### src/sv/tcpopt_pkg.sv
// Package for the TCP option parser: parse phase encoding, option kind codes
// and configuration register indexes. No dependencies.
package tcpopt_pkg;

  // Option kind codes with a fixed meaning
  localparam logic [7:0] KIND_END    = 8'd0;
  localparam logic [7:0] KIND_NOP    = 8'd1;
  localparam logic [7:0] KIND_MSS    = 8'd2;
  localparam logic [7:0] KIND_WSCALE = 8'd3;
  localparam logic [7:0] KIND_SACKP  = 8'd4;
  localparam logic [7:0] KIND_TS     = 8'd8;

  // Configuration register indexes (paddr[2])
  localparam logic REG_MSS_OVERHEAD    = 1'b0;
  localparam logic REG_INT_OPTION_KIND = 1'b1;

  // Reset values of the configuration registers
  localparam logic [5:0] MSS_OVERHEAD_RST    = 6'd12;
  localparam logic [7:0] INT_OPTION_KIND_RST = 8'd254;

  // Parse phase: body phases count the first four body bytes
  typedef enum logic [2:0] {
    PH_KIND      = 3'd0,
    PH_LEN       = 3'd1,
    PH_BODY0     = 3'd2,
    PH_BODY1     = 3'd3,
    PH_BODY2     = 3'd4,
    PH_BODY3     = 3'd5,
    PH_BODY_REST = 3'd6
  } phase_t;

endpackage

### src/sv/tcp_option_parser.sv
// TCP option parser top level: input register, byte parser and result register.
// Depends on tcpopt_pkg.
//
// Takes one TCP option byte per cycle while in_stall is low, with the segment's
// option length and the current time, and keeps the peer's MSS, effective MSS
// (MSS less mss_overhead, floored at zero), window scale, SACK-permitted,
// timestamp value with its arrival time, and a 16-bit value from the option kind
// set in int_option_kind when that is not a fixed kind. Captured values persist
// across segments; a summary item is given on each byte flagged last_byte. Each
// byte passes an input register and the combinational parse logic and, on the
// last byte, a result register, which holds the summary until it is taken.
// Output stalls back up into the input only when a summary is pending.
// Registers: mss_overhead at 0x0, int_option_kind at 0x4.
module tcp_option_parser #(
  parameter int MAX_OPTION_BYTES = 40
) (
  input  logic        clk,
  input  logic        rst_n,
  // option byte channel
  input  logic        in_valid,
  output logic        in_stall,
  input  logic [7:0]  in_opt_byte,
  input  logic        in_last_byte,
  input  logic [5:0]  in_block_length,
  input  logic [31:0] in_arrival_time,
  // summary channel
  output logic        out_valid,
  input  logic        out_stall,
  output logic [15:0] out_peer_mss,
  output logic [15:0] out_effective_mss,
  output logic [7:0]  out_peer_window_scale,
  output logic        out_sack_permitted,
  output logic        out_timestamp_seen,
  output logic [31:0] out_recent_timestamp,
  output logic [31:0] out_timestamp_update_time,
  output logic [15:0] out_telemetry_value,
  // configuration port
  input  logic        psel,
  input  logic        penable,
  input  logic        pwrite,
  input  logic [2:0]  paddr,
  input  logic [31:0] pwdata,
  output logic [31:0] prdata,
  output logic        pready
);
  import tcpopt_pkg::*;

  localparam logic [5:0] MaxLen = 6'(MAX_OPTION_BYTES);

  // configuration registers
  logic [5:0] mss_overhead_r;
  logic [7:0] int_option_kind_r;

  // input register
  logic        s1_valid_r;
  logic [7:0]  s1_byte_r;
  logic        s1_last_r;
  logic [5:0]  s1_len_r;
  logic [31:0] s1_time_r;

  // per-block parse state
  logic [5:0]  pos_r, pos_nxt;
  phase_t      phase_r, phase_nxt;
  logic [7:0]  kind_r, kind_nxt;
  logic [7:0]  btc_r, btc_nxt;
  logic [23:0] asm_r, asm_nxt;
  logic        stopped_r, stopped_nxt;

  // captured values
  logic [15:0] mss_r, mss_nxt;
  logic [15:0] eff_r, eff_nxt;
  logic [7:0]  wscale_r, wscale_nxt;
  logic        sack_r, sack_nxt;
  logic        ts_flag_r, ts_flag_nxt;
  logic [31:0] ts_value_r, ts_value_nxt;
  logic [31:0] ts_time_r, ts_time_nxt;
  logic [15:0] int_r, int_nxt;

  logic out_valid_r;
  logic s1_adv;
  logic in_acc;
  logic cfg_wr;

  // Configuration writes and reads
  assign pready = 1'b1;
  assign cfg_wr = psel && penable && pwrite;

  always_ff @(posedge clk) begin
    if (!rst_n) begin
      mss_overhead_r    <= MSS_OVERHEAD_RST;
      int_option_kind_r <= INT_OPTION_KIND_RST;
    end else if (cfg_wr) begin
      case (paddr[2])
        REG_MSS_OVERHEAD:    mss_overhead_r    <= pwdata[5:0];
        REG_INT_OPTION_KIND: int_option_kind_r <= pwdata[7:0];
        default: ;
      endcase
    end
  end

  always_comb begin
    case (paddr[2])
      REG_MSS_OVERHEAD:    prdata = {26'd0, mss_overhead_r};
      REG_INT_OPTION_KIND: prdata = {24'd0, int_option_kind_r};
      default:             prdata = '0;
    endcase
  end

  // Handshake: a non-last item always advances; a last item needs the result slot
  assign s1_adv   = s1_valid_r && (!s1_last_r || !out_valid_r || !out_stall);
  assign in_stall = s1_valid_r && !s1_adv;
  assign in_acc   = in_valid && !in_stall;

  // Capture the input item
  always_ff @(posedge clk) begin
    if (!rst_n) begin
      s1_valid_r <= 1'b0;
    end else if (in_acc) begin
      s1_valid_r <= 1'b1;
    end else if (s1_adv) begin
      s1_valid_r <= 1'b0;
    end
  end

  always_ff @(posedge clk) begin
    if (in_acc) begin
      s1_byte_r <= in_opt_byte;
      s1_last_r <= in_last_byte;
      s1_len_r  <= (in_block_length > MaxLen) ? MaxLen : in_block_length;
      s1_time_r <= in_arrival_time;
    end
  end

  // Parse one byte
  logic        active;
  logic        fixed_kind;
  logic [8:0]  opt_end;
  logic [15:0] new_mss;
  logic [7:0]  btc_dec;

  always_comb begin
    pos_nxt      = pos_r;
    phase_nxt    = phase_r;
    kind_nxt     = kind_r;
    btc_nxt      = btc_r;
    asm_nxt      = asm_r;
    stopped_nxt  = stopped_r;
    mss_nxt      = mss_r;
    eff_nxt      = eff_r;
    wscale_nxt   = wscale_r;
    sack_nxt     = sack_r;
    ts_flag_nxt  = ts_flag_r;
    ts_value_nxt = ts_value_r;
    ts_time_nxt  = ts_time_r;
    int_nxt      = int_r;

    active     = !stopped_r && (pos_r < s1_len_r);
    fixed_kind = (kind_r == KIND_MSS) || (kind_r == KIND_WSCALE) ||
                 (kind_r == KIND_SACKP) || (kind_r == KIND_TS);
    // option end position (index of its last byte) + 2, compared against usable length + 1
    opt_end    = {3'd0, pos_r} + {1'b0, s1_byte_r};
    new_mss    = {asm_r[7:0], s1_byte_r};
    btc_dec    = btc_r - 8'd1;

    if (active) begin
      case (phase_r)
        PH_KIND: begin
          if (s1_byte_r == KIND_END) begin
            stopped_nxt = 1'b1;
          end else if (s1_byte_r != KIND_NOP) begin
            kind_nxt  = s1_byte_r;
            phase_nxt = PH_LEN;
          end
        end
        PH_LEN: begin
          if (s1_byte_r < 8'd2 || opt_end > {3'd0, s1_len_r} + 9'd1) begin
            stopped_nxt = 1'b1;
          end else begin
            btc_nxt = s1_byte_r - 8'd2;
            asm_nxt = '0;
            if (kind_r == KIND_SACKP) sack_nxt = 1'b1;
            phase_nxt = (s1_byte_r == 8'd2) ? PH_KIND : PH_BODY0;
          end
        end
        default: begin
          // first four body bytes feed the assembly word and value captures
          if (phase_r != PH_BODY_REST) begin
            asm_nxt = {asm_r[15:0], s1_byte_r};
            if (kind_r == KIND_MSS && phase_r == PH_BODY1) begin
              mss_nxt = new_mss;
              eff_nxt = (new_mss > {10'd0, mss_overhead_r}) ?
                        new_mss - {10'd0, mss_overhead_r} : 16'd0;
            end else if (kind_r == KIND_WSCALE && phase_r == PH_BODY0) begin
              wscale_nxt = s1_byte_r;
            end else if (kind_r == KIND_TS && phase_r == PH_BODY3) begin
              ts_flag_nxt  = 1'b1;
              ts_value_nxt = {asm_r, s1_byte_r};
              ts_time_nxt  = s1_time_r;
            end else if (!fixed_kind && kind_r == int_option_kind_r &&
                         phase_r == PH_BODY1) begin
              int_nxt = new_mss;
            end
          end
          btc_nxt = btc_dec;
          if (btc_dec == 8'd0) begin
            phase_nxt = PH_KIND;
          end else if (phase_r != PH_BODY_REST) begin
            phase_nxt = phase_t'(phase_r + 3'd1);
          end
        end
      endcase
    end

    // advance position, saturating
    if (pos_r != 6'd63) pos_nxt = pos_r + 6'd1;

    // drop per-block state after the last byte
    if (s1_last_r) begin
      pos_nxt     = '0;
      phase_nxt   = PH_KIND;
      kind_nxt    = '0;
      btc_nxt     = '0;
      asm_nxt     = '0;
      stopped_nxt = 1'b0;
    end
  end

  // Update parse state
  always_ff @(posedge clk) begin
    if (!rst_n) begin
      pos_r      <= '0;
      phase_r    <= PH_KIND;
      kind_r     <= '0;
      btc_r      <= '0;
      asm_r      <= '0;
      stopped_r  <= 1'b0;
      mss_r      <= '0;
      eff_r      <= '0;
      wscale_r   <= '0;
      sack_r     <= 1'b0;
      ts_flag_r  <= 1'b0;
      ts_value_r <= '0;
      ts_time_r  <= '0;
      int_r      <= '0;
    end else if (s1_adv) begin
      pos_r      <= pos_nxt;
      phase_r    <= phase_nxt;
      kind_r     <= kind_nxt;
      btc_r      <= btc_nxt;
      asm_r      <= asm_nxt;
      stopped_r  <= stopped_nxt;
      mss_r      <= mss_nxt;
      eff_r      <= eff_nxt;
      wscale_r   <= wscale_nxt;
      sack_r     <= sack_nxt;
      ts_flag_r  <= ts_flag_nxt;
      ts_value_r <= ts_value_nxt;
      ts_time_r  <= ts_time_nxt;
      int_r      <= int_nxt;
    end
  end

  // Result register: load a summary on the last byte, hold while stalled
  always_ff @(posedge clk) begin
    if (!rst_n) begin
      out_valid_r <= 1'b0;
    end else if (s1_adv && s1_last_r) begin
      out_valid_r <= 1'b1;
    end else if (out_valid_r && !out_stall) begin
      out_valid_r <= 1'b0;
    end
  end

  always_ff @(posedge clk) begin
    if (s1_adv && s1_last_r) begin
      out_peer_mss              <= mss_nxt;
      out_effective_mss         <= eff_nxt;
      out_peer_window_scale     <= wscale_nxt;
      out_sack_permitted        <= sack_nxt;
      out_timestamp_seen        <= ts_flag_nxt;
      out_recent_timestamp      <= ts_value_nxt;
      out_timestamp_update_time <= ts_time_nxt;
      out_telemetry_value       <= int_nxt;
    end
  end

  assign out_valid = out_valid_r;

  // Block state is cleared after each last byte
  a_block_clear: assert property (@(posedge clk) disable iff (!rst_n)
    (s1_adv && s1_last_r) |=> (pos_r == 6'd0 && !stopped_r && phase_r == PH_KIND))
    else $error("parse state not cleared after last byte");

  // A body phase always has bytes left to consume
  a_body_count: assert property (@(posedge clk) disable iff (!rst_n)
    (phase_r != PH_KIND && phase_r != PH_LEN) |-> (btc_r != 8'd0))
    else $error("body phase with nothing to consume");

  // Effective MSS never exceeds the peer MSS
  a_eff_mss: assert property (@(posedge clk) disable iff (!rst_n)
    out_valid_r |-> (out_effective_mss <= out_peer_mss))
    else $error("effective MSS above peer MSS");

  // A non-last byte never creates a summary
  a_no_extra: assert property (@(posedge clk) disable iff (!rst_n)
    (out_valid_r && !out_stall && !(s1_adv && s1_last_r)) |=> !out_valid_r)
    else $error("summary appeared without a last byte");

endmodule

### config.mk
export PLATFORM = sky130hd
export DESIGN_NAME = tcp_option_parser
export DESIGN_NICKNAME = d
export VERILOG_FILES = /design/src/sv/tcpopt_pkg.sv /design/src/sv/tcp_option_parser.sv
export SDC_FILE = /design/constraint.sdc
export NUM_CORES = 1
export LEC_CHECK = 0
export ABC_AREA = 0
export BUFFER_PORTS_ARGS = -buffer_cell sky130_fd_sc_hd__buf_2
export CORE_MARGIN = 5
export CORE_UTILIZATION = 30
export DETAILED_ROUTE_END_ITERATION = 10
export PLACE_DENSITY_LB_ADDON = 0.3
export SLEW_MARGIN = 30
export SYNTH_ARGS = -nofsm -noshare
export SYNTH_HDL_FRONTEND = slang
export SYNTH_SLANG_ARGS = --single-unit
### constraint.sdc
create_clock -name clk -period 6.3 [get_ports clk]
set_clock_uncertainty 0.15 [all_clocks]
set_input_delay 1.575 -clock clk [delete_from_list [all_inputs] [get_ports clk]]
set_output_delay 1.575 -clock clk [all_outputs]
set_load 0.02 [all_outputs]
# [Yosys cells after proc, flatten, opt, wreduce, memory -nomap -nowiden]
# Index checks and enable logic that the tools add are counted.
[op_classes] bitwise=1 eq_ne=20 add_sub_neg=7 reduce_logical=47 n_mux=78 magnitude_cmp=5
[op_table] operator="2-to-1 mux 32 bit" n=12
[op_table] operator="2-to-1 mux 16 bit" n=16
[op_table] operator="2-to-1 mux 8 bit" n=13
[op_table] operator="2-to-1 mux 24 bit" n=4
[op_table] operator="case mux 32 bit (2 select lines)" n=1
[op_table] operator="case mux 24 bit (2 select lines)" n=1
[op_table] operator="equality test 8 x 2 -> 1 bit, second input constant" n=3
[op_table] operator="2-to-1 mux 3 bit" n=7
[op_table] operator="2-to-1 mux 1 bit" n=18
[op_table] operator="inequality test 3 bit, second input constant" n=6
[op_table] operator="> comparator 16 x 6 -> 1 bit" n=1
[op_table] operator="logical NOT 8 bit" n=2
[op_table] operator="case mux 8 bit (2 select lines)" n=1
[op_table] operator="subtractor 16 x 6 -> 16 bit" n=1
[op_table] operator="AND reduction 5 bit" n=3
[op_table] operator="logical AND 1 bit" n=13
[op_table] operator="2-to-1 mux 6 bit" n=2
[op_table] operator="nonzero test 2 bit" n=6
[op_table] operator="adder 6 x 8 -> 9 bit" n=1
[op_table] operator="> comparator 9 x 7 -> 1 bit" n=1
[op_table] operator="equality test 8 x 3 -> 1 bit, second input constant" n=1
[op_table] operator="equality test 8 x 4 -> 1 bit, second input constant" n=1
[op_table] operator="equality test 8 bit" n=1
[op_table] operator="less-than comparator 8 x 2 -> 1 bit, second input constant" n=1
[op_table] operator="other kinds (26)" n=42
[word_totals] wordCells=188 ff_bits=357

# [Longest topological paths before layout]
# Gate-level depths: netlist of the first run.
[logic_depth] word_depth=14 depth_mapped=16 depth_no_buf=14

# [Worst setup path before layout of the first run]
# No wires, ideal clock.
[synth_path] kind="input -> register" from="input out_stall" to="register btc_r[1]" t_required_ns=6.078 path_buffers=1 path_slack_ns=-0.257 cell_stages=6 t_arrival_ns=6.335 setup_time_ns=0.072 cell_sequence="nand2_1 and3_1 clkbuf_1 a31oi_1 a21oi_2 mux2i_1"
[synth_via] elab_chain_len=4
[synth_rtl] element="start: declaration" line="tcp_option_parser.sv:28" text="input logic out_stall,"
[synth_rtl] element="logical NOT 1 bit" line="tcp_option_parser.sv:110" text="assign s1_adv = s1_valid_r && (!s1_last_r || !out_valid_r || !out_stall);"
[synth_rtl] element="logical OR 1 bit" line="tcp_option_parser.sv:110"
[synth_rtl] element="logical AND 1 bit" line="tcp_option_parser.sv:110"
[synth_rtl] element="AND reduction 4 bit (no line)"
[synth_rtl] element="end signal: assignment" line="tcp_option_parser.sv:249" text="btc_r <= btc_nxt;"
[synth_rtl] element="end: declaration" line="tcp_option_parser.sv:65" text="logic [7:0] btc_r, btc_nxt;"
# No other way between the ends.
# A chain may end at the register's enable or synchronous reset.

# [Final worst setup path of the first run]
[layout_path] from="register s1_byte_r[0]" to="register asm_r[22]"
[layout_via] elab_chain_len=5 elab_cells_between_ends=6 classes_between="add/sub (1); order compare (2); eq/ne (1); reduce/logical (2)"
[layout_rtl] element="start: declaration" line="tcp_option_parser.sv:56" text="logic [7:0] s1_byte_r;"
[layout_rtl] element="start signal: assignment" line="tcp_option_parser.sv:127" text="s1_byte_r <= in_opt_byte;"
[layout_rtl] element="adder 6 x 8 -> 9 bit" line="tcp_option_parser.sv:161" text="opt_end = {3'd0, pos_r} + {1'b0, s1_byte_r};"
[layout_rtl] element="> comparator 9 x 7 -> 1 bit" line="tcp_option_parser.sv:176" text="if (s1_byte_r < 8'd2 || opt_end > {3'd0, s1_len_r} + 9'd1) begin"
[layout_rtl] element="logical OR 1 bit *" line="tcp_option_parser.sv:176"
[layout_rtl] element="inequality test 3 bit (no line) *"
[layout_rtl] element="AND reduction 5 bit (no line) *"
[layout_rtl] element="end signal: assignment" line="tcp_option_parser.sv:250" text="asm_r <= asm_nxt;"
[layout_rtl] element="end: declaration" line="tcp_option_parser.sv:66" text="logic [23:0] asm_r, asm_nxt;"
# Every way passes the cells marked *; elsewhere a longest branch is shown, timed or not.

==> flow_metrics.env, run 1 <==
export IMPL_cp_cell_sequence="buf_4 -> ha_1 -> fa_1 -> a211oi_1 -> nor2_1 -> o21a_1 -> nor2_1 -> xnor2_1 -> ha_1 -> a211oi_1 -> o21ai_0 -> a21oi_1 -> o211ai_2 -> a211o_1 -> buf_4 -> mux2i_1"
export IMPL_num_antenna_cells=0
export IMPL_io_pins=246
export IMPL_worstMarginPinSlew_ns=0.971
export IMPL_async_flop_share=0
export IMPL_ctsResizeCount=0
export IMPL_vias=11100
export IMPL_rows=84
export IMPL_syn_area_um2=15900
export IMPL_power_leakage_uw=0.00751
export IMPL_synth_distinct_cells=71
export IMPL_grt_first_pass_wirelength_um=62400
export IMPL_place_congestion=0.809
export IMPL_relSlewSlack=0.352
export IMPL_fin_setup_tns_ns=0
export IMPL_drtIter0Drc=528
export IMPL_cp_end_kind="flip-flop"
export IMPL_final_antenna_net_count=0
export IMPL_synth_cells=1465
export IMPL_path_clk_slew_ns=0.06
export IMPL_cp_start_kind="flip-flop"
export IMPL_totalPowerFinal_uw=5250
export IMPL_drt_pre_antenna_iters=5
export IMPL_crit_type="reg2reg"
export IMPL_peakVddDrop_uv=170
export IMPL_die_w_um=240
export IMPL_synth_edf_count=169
export IMPL_critical_path_top_delay_family="compound AO/OA/AOI/OAI gates"
export IMPL_grt_pass1_vias=10800
export IMPL_rsz0062_at_grt="no"
export IMPL_insertion_delay_ns=0.56
export IMPL_cts_hold_buf=0
export IMPL_drcViolationCount=0
export IMPL_grt_use_total=0.137
export IMPL_start_util=0.303
export IMPL_final_nets=1754
export IMPL_drive_gt1_frac=0.228
export IMPL_power_density_nw_per_um2=279
export IMPL_fmax_mhz=239
export IMPL_clk_path_buf_depth=3
export IMPL_max_cap_violations=0
export IMPL_postLayoutCellArea_um2=18800
export IMPL_routed_wirelength_um=40800
export IMPL_clkSinkCount=357
export IMPL_vias_per_cell=4.73
export IMPL_cp_slowest_stage_delay_ns=0.43
export IMPL_syn_to_final_growth_pct=18.3
export IMPL_io_buffers=194
export IMPL_arrival_ns=4.44
export IMPL_die_area_um2=57800
export IMPL_cts_buffers=41
export IMPL_grt_max_degree=95
export IMPL_synth_ff_type="dfxtp_1"
export IMPL_path_buf_inv=2
export IMPL_min_period_ns=4.18
export IMPL_core_area_um2=52600
export IMPL_post_route_period_util=0.663
export IMPL_critical_path_required_ns=6.56
export IMPL_cts_setup_buffers=0
export IMPL_ys_seq_elements=357
export IMPL_htreeDepth=2
export IMPL_dpl_cell_area_um2=17400
export IMPL_grt_overflow=0
export IMPL_final_setup_viol_count=0
export IMPL_finalHoldViolCount=0
export IMPL_cts_tree="yes"
export IMPL_synth_area_per_cell_um2=10.9
export IMPL_grt_antenna_before_repair=1
export IMPL_hpwlAfterDp_um=26100
export IMPL_synth_warnings=0
export IMPL_slew_violations=0
export IMPL_wl_per_cell_um=17.4
export IMPL_path_max_fanout=24
export IMPL_clock_root_buffer="clkbuf_16"
export IMPL_die_h_um=240
export IMPL_yosysSeqAreaShare=0.555
export IMPL_hold_path_class="reg2reg"
export IMPL_cpMaxStageDelayCell="fa_1"
export IMPL_run_status="completed"
metrics by stage:
step	hold slack [ns]	worst slack, ns	util	cells
final	0.295	2.12	0.358	2349
after global routing	0.315	1.94	0.358	2349
after CTS	0.298	2.17	0.358	2349
after detailed placement	0.291	2.21	0.332	2274
after global placement	0.283	1.99	0.331	2273
after floorplan	0.277	1.77	-	1488
power breakdown:
group / internal (uW) / leakage [uW] / switching [uW]
combinational: 112 / 0.00365 / 207
clock: 1470 / 0.000665 / 969
sequential: 2470 / 0.00319 / 31.2
area by class of cell:
type                       count  area [um2]
tap                          688         861
sequential                   357        8840
timing repair buffer         214        1140
inverter                      28         105
multi-input combinational    987        6510
clock buffer                  52        1120
fill                        5186       33700
clock inverter                23         265
worst paths after layout:
| check | start | endpoint | slack [ns] | depth (start not counted) |
|---|---|---|---|---|
| worst min-delay path | ts_value_r[13] | ts_value_r[13] | 0.30 | 2 |
| worst max register to register | s1_byte_r[0] | asm_r[22] | 2.12 | 16 |
| worst min register to register | ts_value_r[13] | ts_value_r[13] | 0.30 | 2 |
| worst max-delay path | s1_byte_r[0] | asm_r[22] | 2.12 | 16 |
sequential cells by signal, summed over array words and instances (netlist names), 24 cells and up:
| signal | count |
|---|---|
| out_timestamp_update_time | 32 |
| out_recent_timestamp | 32 |
| s1_time_r | 32 |
| ts_value_r | 32 |
| asm_r | 24 |
| ts_time_r | 32 |
placed cells by master, fill, tap and decap left out, types with 8 or more instances in the layout:
cell	count
ha_1	34
mux2i_1	63
nor2b_1	37
o22ai_1	11
o211ai_1	10
inv_1	28
a22o_1	8
a21boi_0	34
nand4_1	10
mux2_1	16
dfxtp_1	188
conb_1	25
edfxtp_1	169
a21o_1	8
nor3_1	12
buf_4	20
nor2_1	34
buf_2	193
xnor2_1	29
mux2_2	80
nand3_1	29
nand2_1	318
xor2_1	9
clkbuf_16	42
o21ai_0	50
a21oi_1	10
a21boi_1	61
cell usage after synthesis (all sizes together), types with 11 or more instances:
library cell / count / share of area
o21ai: 50 / 0.016
dfxtp: 188 / 0.24
buf: 52 / 0.022
o22ai: 11 / 0.0043
a21oi: 11 / 0.0037
inv: 28 / 0.0066
nand4: 11 / 0.0047
a21boi: 95 / 0.045
xnor2: 29 / 0.016
mux2: 96 / 0.068
mux2i: 63 / 0.040
edfxtp: 169 / 0.32
nand3: 31 / 0.010
nor2: 34 / 0.0080
nand2: 319 / 0.075
nor2b: 39 / 0.015
ha: 34 / 0.027
clkbuf: 64 / 0.015
o211ai: 11 / 0.0055
nor3: 12 / 0.0038
routing by layer:
metal | track usage | up-vias | routed length [um]
met5 | 0 | - | 11
met1 | 0.178 | 5347 | 18000
met4 | 0.0411 | 2 | 969
li1 | - | 5425 | -
met3 | 0.0286 | 66 | 2320
met2 | 0.229 | 279 | 19500
worst min-delay path, cell delays in order (launching register included):
cell and delay [ns]:
dfxtp_1 0.31, nand2_1 0.05, a21boi_1 0.04
cells by family (layout without fill, tap and decap cells):
group                      Yosys count  in the layout  share of synthesized area
buffers and inverters              144            317                     0.0434
other                                2             25                   0.000472
xor gates and xnor gates            38             38                     0.0209
adders and majority gates           36             36                     0.0292
DFF                                357            357                      0.555
muxes                              159            159                      0.108
AOI/OAI and AO/OA                  232            232                      0.103
and+or+nand+nor                    497            497                      0.140
Note: power is estimated with default switching activity, not from simulation.
==> inputs of run 2 (changes only) <==
- clock period: 6.3 -> 3.6 ns (I/O delays scaled with it)
==> run 2 against run 1 <==
  * Global-route usage rose by 0.61 points
  * Worst hold slack got worse by 0.0022 ns
  * Sequential power rose by 75%
  * Design area grew 3.2%
  * Clock-buffer cell count increased by 3
  * Sequential cell count is the same
  * Register-to-register slack worse by 2.0 ns
  * First-iteration DRC count down 9.1%
  * Combinational power up 91%
  * Critical endpoint is now asm_r[4]
==> flow_metrics.env, run 2 (synthesis gave the netlist of run 1 again) <==
export IMPL_run_status="completed"
export IMPL_power_leakage_uw=0.00782
export IMPL_dpl_cell_area_um2=17800
export IMPL_place_congestion=0.834
export IMPL_critPathCapture="asm_r[4]"
export IMPL_insertion_delay_ns=0.57
export IMPL_final_nets=1799
export IMPL_vias_per_cell=4.66
export IMPL_drcViolationCount=0
export IMPL_timing_rr_end="asm_r[4]"
export IMPL_finalWorstSetupSlack_ns=0.0739
export IMPL_dp_cells=2311
export IMPL_die_h_um=240
export IMPL_min_period_ns=3.53
export IMPL_final_cell_mix="nand2_1, buf_2, dfxtp_1"
export IMPL_worstRegToRegCells=15
export IMPL_worstMarginPinSlew_ns=0.814
export IMPL_grt_use_total=0.143
export IMPL_wl_per_cell_um=17.7
export IMPL_cp_slowest_stage_delay_ns=0.43
export IMPL_drtIter0Drc=480
export IMPL_rows=84
export IMPL_final_antenna_net_count=0
export IMPL_ff2ff_setup_slack_ns=0.07
export IMPL_syn_to_final_growth_pct=22.1
export IMPL_drt_pre_antenna_iters=4
export IMPL_clock_root_buffer="clkbuf_16"
export IMPL_path_clk_slew_ns=0.06
export IMPL_routed_wirelength_um=42300
export IMPL_finalHoldViolCount=0
export IMPL_power_density_nw_per_um2=486
export IMPL_clkSinkCount=357
export IMPL_vias=11200
export IMPL_totalPowerFinal_uw=9450
export IMPL_arrival_ns=3.81
export IMPL_io_pins=246
export IMPL_r2r_start="s1_byte_r[0]"
export IMPL_crit_top_cell="a211oi_2"
export IMPL_post_route_period_util=0.979
export IMPL_cp_end_kind="flip-flop"
export IMPL_grt_max_degree=65
export IMPL_cpMaxStageDelayCell="edfxtp_1"
export IMPL_die_area_um2=57800
export IMPL_clk_path_buf_depth=3
export IMPL_io_buffers=194
export IMPL_max_cap_violations=0
export IMPL_hpwlAfterDp_um=27900
export IMPL_grt_pass1_vias=11300
export IMPL_critical_path_required_ns=3.89
export IMPL_final_setup_viol_count=0
export IMPL_grt_overflow=0
export IMPL_final_cells=2395
export IMPL_num_antenna_cells=0
export IMPL_drive_gt1_frac=0.251
export IMPL_die_w_um=240
export IMPL_hold_path_class="reg2reg"
export IMPL_pre_cts_ws_ns=-0.152
export IMPL_fmax_mhz=284
export IMPL_path_max_fanout=6
export IMPL_rsz0062_at_grt="yes"
export IMPL_relSlewSlack=0.449
export IMPL_crit_type="reg2reg"
export IMPL_final_common_cell="nand2_1"
export IMPL_slew_violations=0
export IMPL_startpoint="s1_byte_r[0]"
export IMPL_grt_antenna_before_repair=2
export IMPL_grt_first_pass_wirelength_um=65200
export IMPL_postLayoutCellArea_um2=19400
export IMPL_cts_buffers=42
export IMPL_cp_start_kind="flip-flop"
export IMPL_nFillCells=5218
export IMPL_start_util=0.303
export IMPL_cp_cell_sequence="ha_4 -> fa_2 -> a211oi_2 -> nor2_1 -> o21a_1 -> nor2_2 -> xnor2_1 -> ha_1 -> a211oi_2 -> o21ai_1 -> a21oi_2 -> o211ai_4 -> a211o_4 -> clkbuf_16 -> mux2i_1"
export IMPL_core_area_um2=52600
export IMPL_peakVddDrop_uv=265
export IMPL_htreeDepth=2
export IMPL_cts_tree="yes"
-- run 2: how the worst min path moves through the flow --
stage	to	slack, ns	from	cells past startpoint
after floorplan	ts_time_r[10]	0.28	ts_time_r[10]	2
after global routing	ts_value_r[12]	0.31	ts_value_r[12]	2
after detailed placement	ts_time_r[6]	0.29	ts_time_r[6]	2
after global placement	ts_time_r[10]	0.28	ts_time_r[10]	2
after CTS	ts_value_r[15]	0.30	ts_value_r[15]	2
final	ts_value_r[1]	0.29	ts_value_r[1]	2
-- run 2: power breakdown --
group / switching (uW) / total (uW) / leakage (uW) / internal [uW]
Combinational: 383 / 610 / 0.00393 / 227
Sequential: 51.1 / 4370 / 0.00319 / 4320
Clock: 1710 / 4470 / 0.000708 / 2760
-- run 2: metal layers --
layer  track usage  share of wire
met3        0.0297          0.054
met4        0.0383          0.021
met1         0.187           0.44
met2         0.241           0.48
met5             0        0.00052
-- run 2: repair_timing --
item,CTS,global route
hold buffers,0,0
hold endpoints to repair,0,0
buffers inserted,2,2
resized for setup,8,6
setup endpoints to repair,35,37
pin swaps,6,10
cloned,1,2
-- run 2: metrics by stage --
step                       util  hold WS, ns  setup TNS [ns]
final                     0.370        0.293               0
after global routing      0.370        0.310           -1.79
after CTS                 0.368        0.298         -0.0235
after detailed placement  0.339        0.291           -4.24
after global placement    0.339        0.283           -4.15
after floorplan               -        0.277               0
-- run 2: critical path, delay by kind of cell, from the launching register on --
kind	cells	cell delay [ns]
adder cells (fa/ha/maj)	3	0.89
AND/OR/NAND/NOR	2	0.17
buffers and inverters	1	0.19
AO/OA/AOI/OAI	7	1.38
multiplexers	1	0.12
flip-flops	1	0.43
XOR/XNOR	1	0.07
-- run 2: cell type report --
type | instances | area [um2] | area share
timing repair buffer | 257 | 1600 | 0.0824
sequential | 357 | 8840 | 0.455
tap | 688 | 861 | 0.0443
clock inverter | 22 | 305 | 0.0157
multi-input combinational | 988 | 6570 | 0.338
clock buffer | 55 | 1150 | 0.0593
inverter | 28 | 105 | 0.00541
==> inputs of run 3 (changes only) <==
- ABC_AREA: 0 -> unset
- CORE_UTILIZATION: 30 -> 52
==> run 3 against run 2 <==
  * Clock power shrank 20%
  * Critical path depth is the same
  * Sequential cell count stayed put
  * Non-clock buffer count shrank 12
  * Setup slack better by 0.024 ns
  * Largest cell class unchanged
==> flow_metrics.env, run 3 (synthesis gave the netlist of run 1 again) <==
export IMPL_cp_start_kind="flip-flop"
export IMPL_io_buffers=194
export IMPL_power_density_nw_per_um2=457
export IMPL_dp_cells=2008
export IMPL_drt_pre_antenna_iters=5
export IMPL_min_period_ns=3.50
export IMPL_crit_type="reg2reg"
export IMPL_grt_antenna_before_repair=2
export IMPL_max_cap_violations=0
export IMPL_cts_buffers=37
export IMPL_clk_path_buf_depth=3
export IMPL_comb_power_share=0.070
export IMPL_post_route_period_util=0.973
export IMPL_worstMarginPinSlew_ns=0.883
export IMPL_fmax_mhz=286
export IMPL_arrival_ns=3.79
export IMPL_final_cells=2082
export IMPL_final_nets=1783
export IMPL_rows=64
export IMPL_slew_violations=0
export IMPL_fin_setup_tns_ns=0
export IMPL_hold_path_class="reg2reg"
export IMPL_drcViolationCount=0
export IMPL_place_congestion=0.867
export IMPL_cellInternalPower_uw=6550
export IMPL_clkSinkCount=357
export IMPL_grt_pass1_vias=11000
export IMPL_power_leakage_uw=0.00763
export IMPL_num_antenna_cells=0
export IMPL_io_pins=246
export IMPL_drtIter0Drc=661
export IMPL_hpwlAfterDp_um=23700
export IMPL_grt_overflow=0
export IMPL_grt_use_total=0.210
export IMPL_clock_power_share=0.419
export IMPL_pre_cts_ws_ns=-0.0128
export IMPL_routed_wirelength_um=36700
export IMPL_final_setup_viol_count=0
export IMPL_p_sw_frac=0.233
export IMPL_power_switching_uw=1990
export IMPL_seqPwrFrac=0.511
export IMPL_syn_to_final_growth_pct=17.5
export IMPL_grt_max_degree=66
export IMPL_final_common_cell="nand2_1"
export IMPL_path_clk_slew_ns=0.06
export IMPL_vias=11200
export IMPL_drive_gt1_frac=0.249
export IMPL_postLayoutCellArea_um2=18700
export IMPL_grt_first_pass_wirelength_um=58100
export IMPL_die_area_um2=34200
export IMPL_vias_per_cell=5.37
export IMPL_critical_path_required_ns=3.89
export IMPL_totalPowerFinal_uw=8540
export IMPL_peakVddDrop_uv=465
export IMPL_cp_end_kind="flip-flop"
export IMPL_final_antenna_net_count=0
export IMPL_finalHoldViolCount=0
export IMPL_cts_tree="yes"
export IMPL_die_w_um=185
export IMPL_wl_per_cell_um=17.6
export IMPL_dpl_cell_area_um2=17400
export IMPL_insertion_delay_ns=0.53
export IMPL_htreeDepth=2
export IMPL_clock_root_buffer="clkbuf_16"
export IMPL_start_util=0.523
export IMPL_rsz0062_at_grt="yes"
export IMPL_run_status="completed"
export IMPL_core_area_um2=30400
export IMPL_final_cell_mix="nand2_1, buf_2, dfxtp_1"
export IMPL_path_max_fanout=6
export IMPL_die_h_um=185
export IMPL_relSlewSlack=0.409
export IMPL_cts_hold_buf=0
export IMPL_finalWorstSetupSlack_ns=0.0976
==> run 3: metrics by stage <==
stage	hold WS, ns	utilization
after floorplan	0.277	-
after global placement	0.282	0.571
after detailed placement	0.290	0.571
after CTS	0.298	0.611
after global routing	0.318	0.615
final	0.293	0.615
==> run 3: path summary, 6_finish.rpt <==
| path | cells after the start | start | slack (ns) | endpoint |
|---|---|---|---|---|
| setup / recovery | 15 | s1_byte_r[0] | 0.1 | asm_r[19] |
| hold / removal | 2 | ts_value_r[8] | 0.29 | ts_value_r[8] |
| hold reg to reg | 2 | ts_value_r[8] | 0.29 | ts_value_r[8] |
| setup reg to reg | 15 | s1_byte_r[0] | 0.1 | asm_r[19] |
==> run 3: layout make-up <==
cell class	count	area [um2]
fill	2448	11700
sequential	357	8840
multi-input combinational	989	6610
timing repair buffer	245	1520
clock buffer	49	1020
tap	396	495
clock inverter	18	113
inverter	28	109
==> run 3: timing repair <==
item	CTS	global route
cloned	1	3
pin swaps	4	12
resized for setup	6	14
buffers inserted	2	1
setup endpoints to repair	24	43
==> run 3: per-layer routing <==
layer / share of wire / GRT usage
met5: 0.00073 / 0
met1: 0.43 / 0.285
met4: 0.021 / 0.0540
met3: 0.067 / 0.0403
met2: 0.48 / 0.348
==> run 3: critical path: stages (launching register included) <==
cell and delay (ns):
edfxtp_1 0.43, ha_4 0.20, fa_2 0.37, a211oi_2 0.22, nor2_1 0.08, o21a_1 0.18, nor2_2 0.11, xnor2_1 0.08
ha_1 0.32, a211oi_2 0.18, o21ai_1 0.10, a21oi_2 0.12, o211ai_2 0.12, a211o_4 0.42, buf_12 0.17, mux2i_1 0.17
==> run 3: power by group through the flow <==
stage | Sequential (uW) | Combinational, uW | Clock, uW
3_3_place_gp | 4450 | 564 | 0
5_1_grt | 4370 | 654 | 3850
4_1_cts | 4360 | 584 | 3660
2_1_floorplan | 4470 | 369 | 0
6_report | 4360 | 599 | 3580
3_5_place_dp | 4450 | 572 | 0
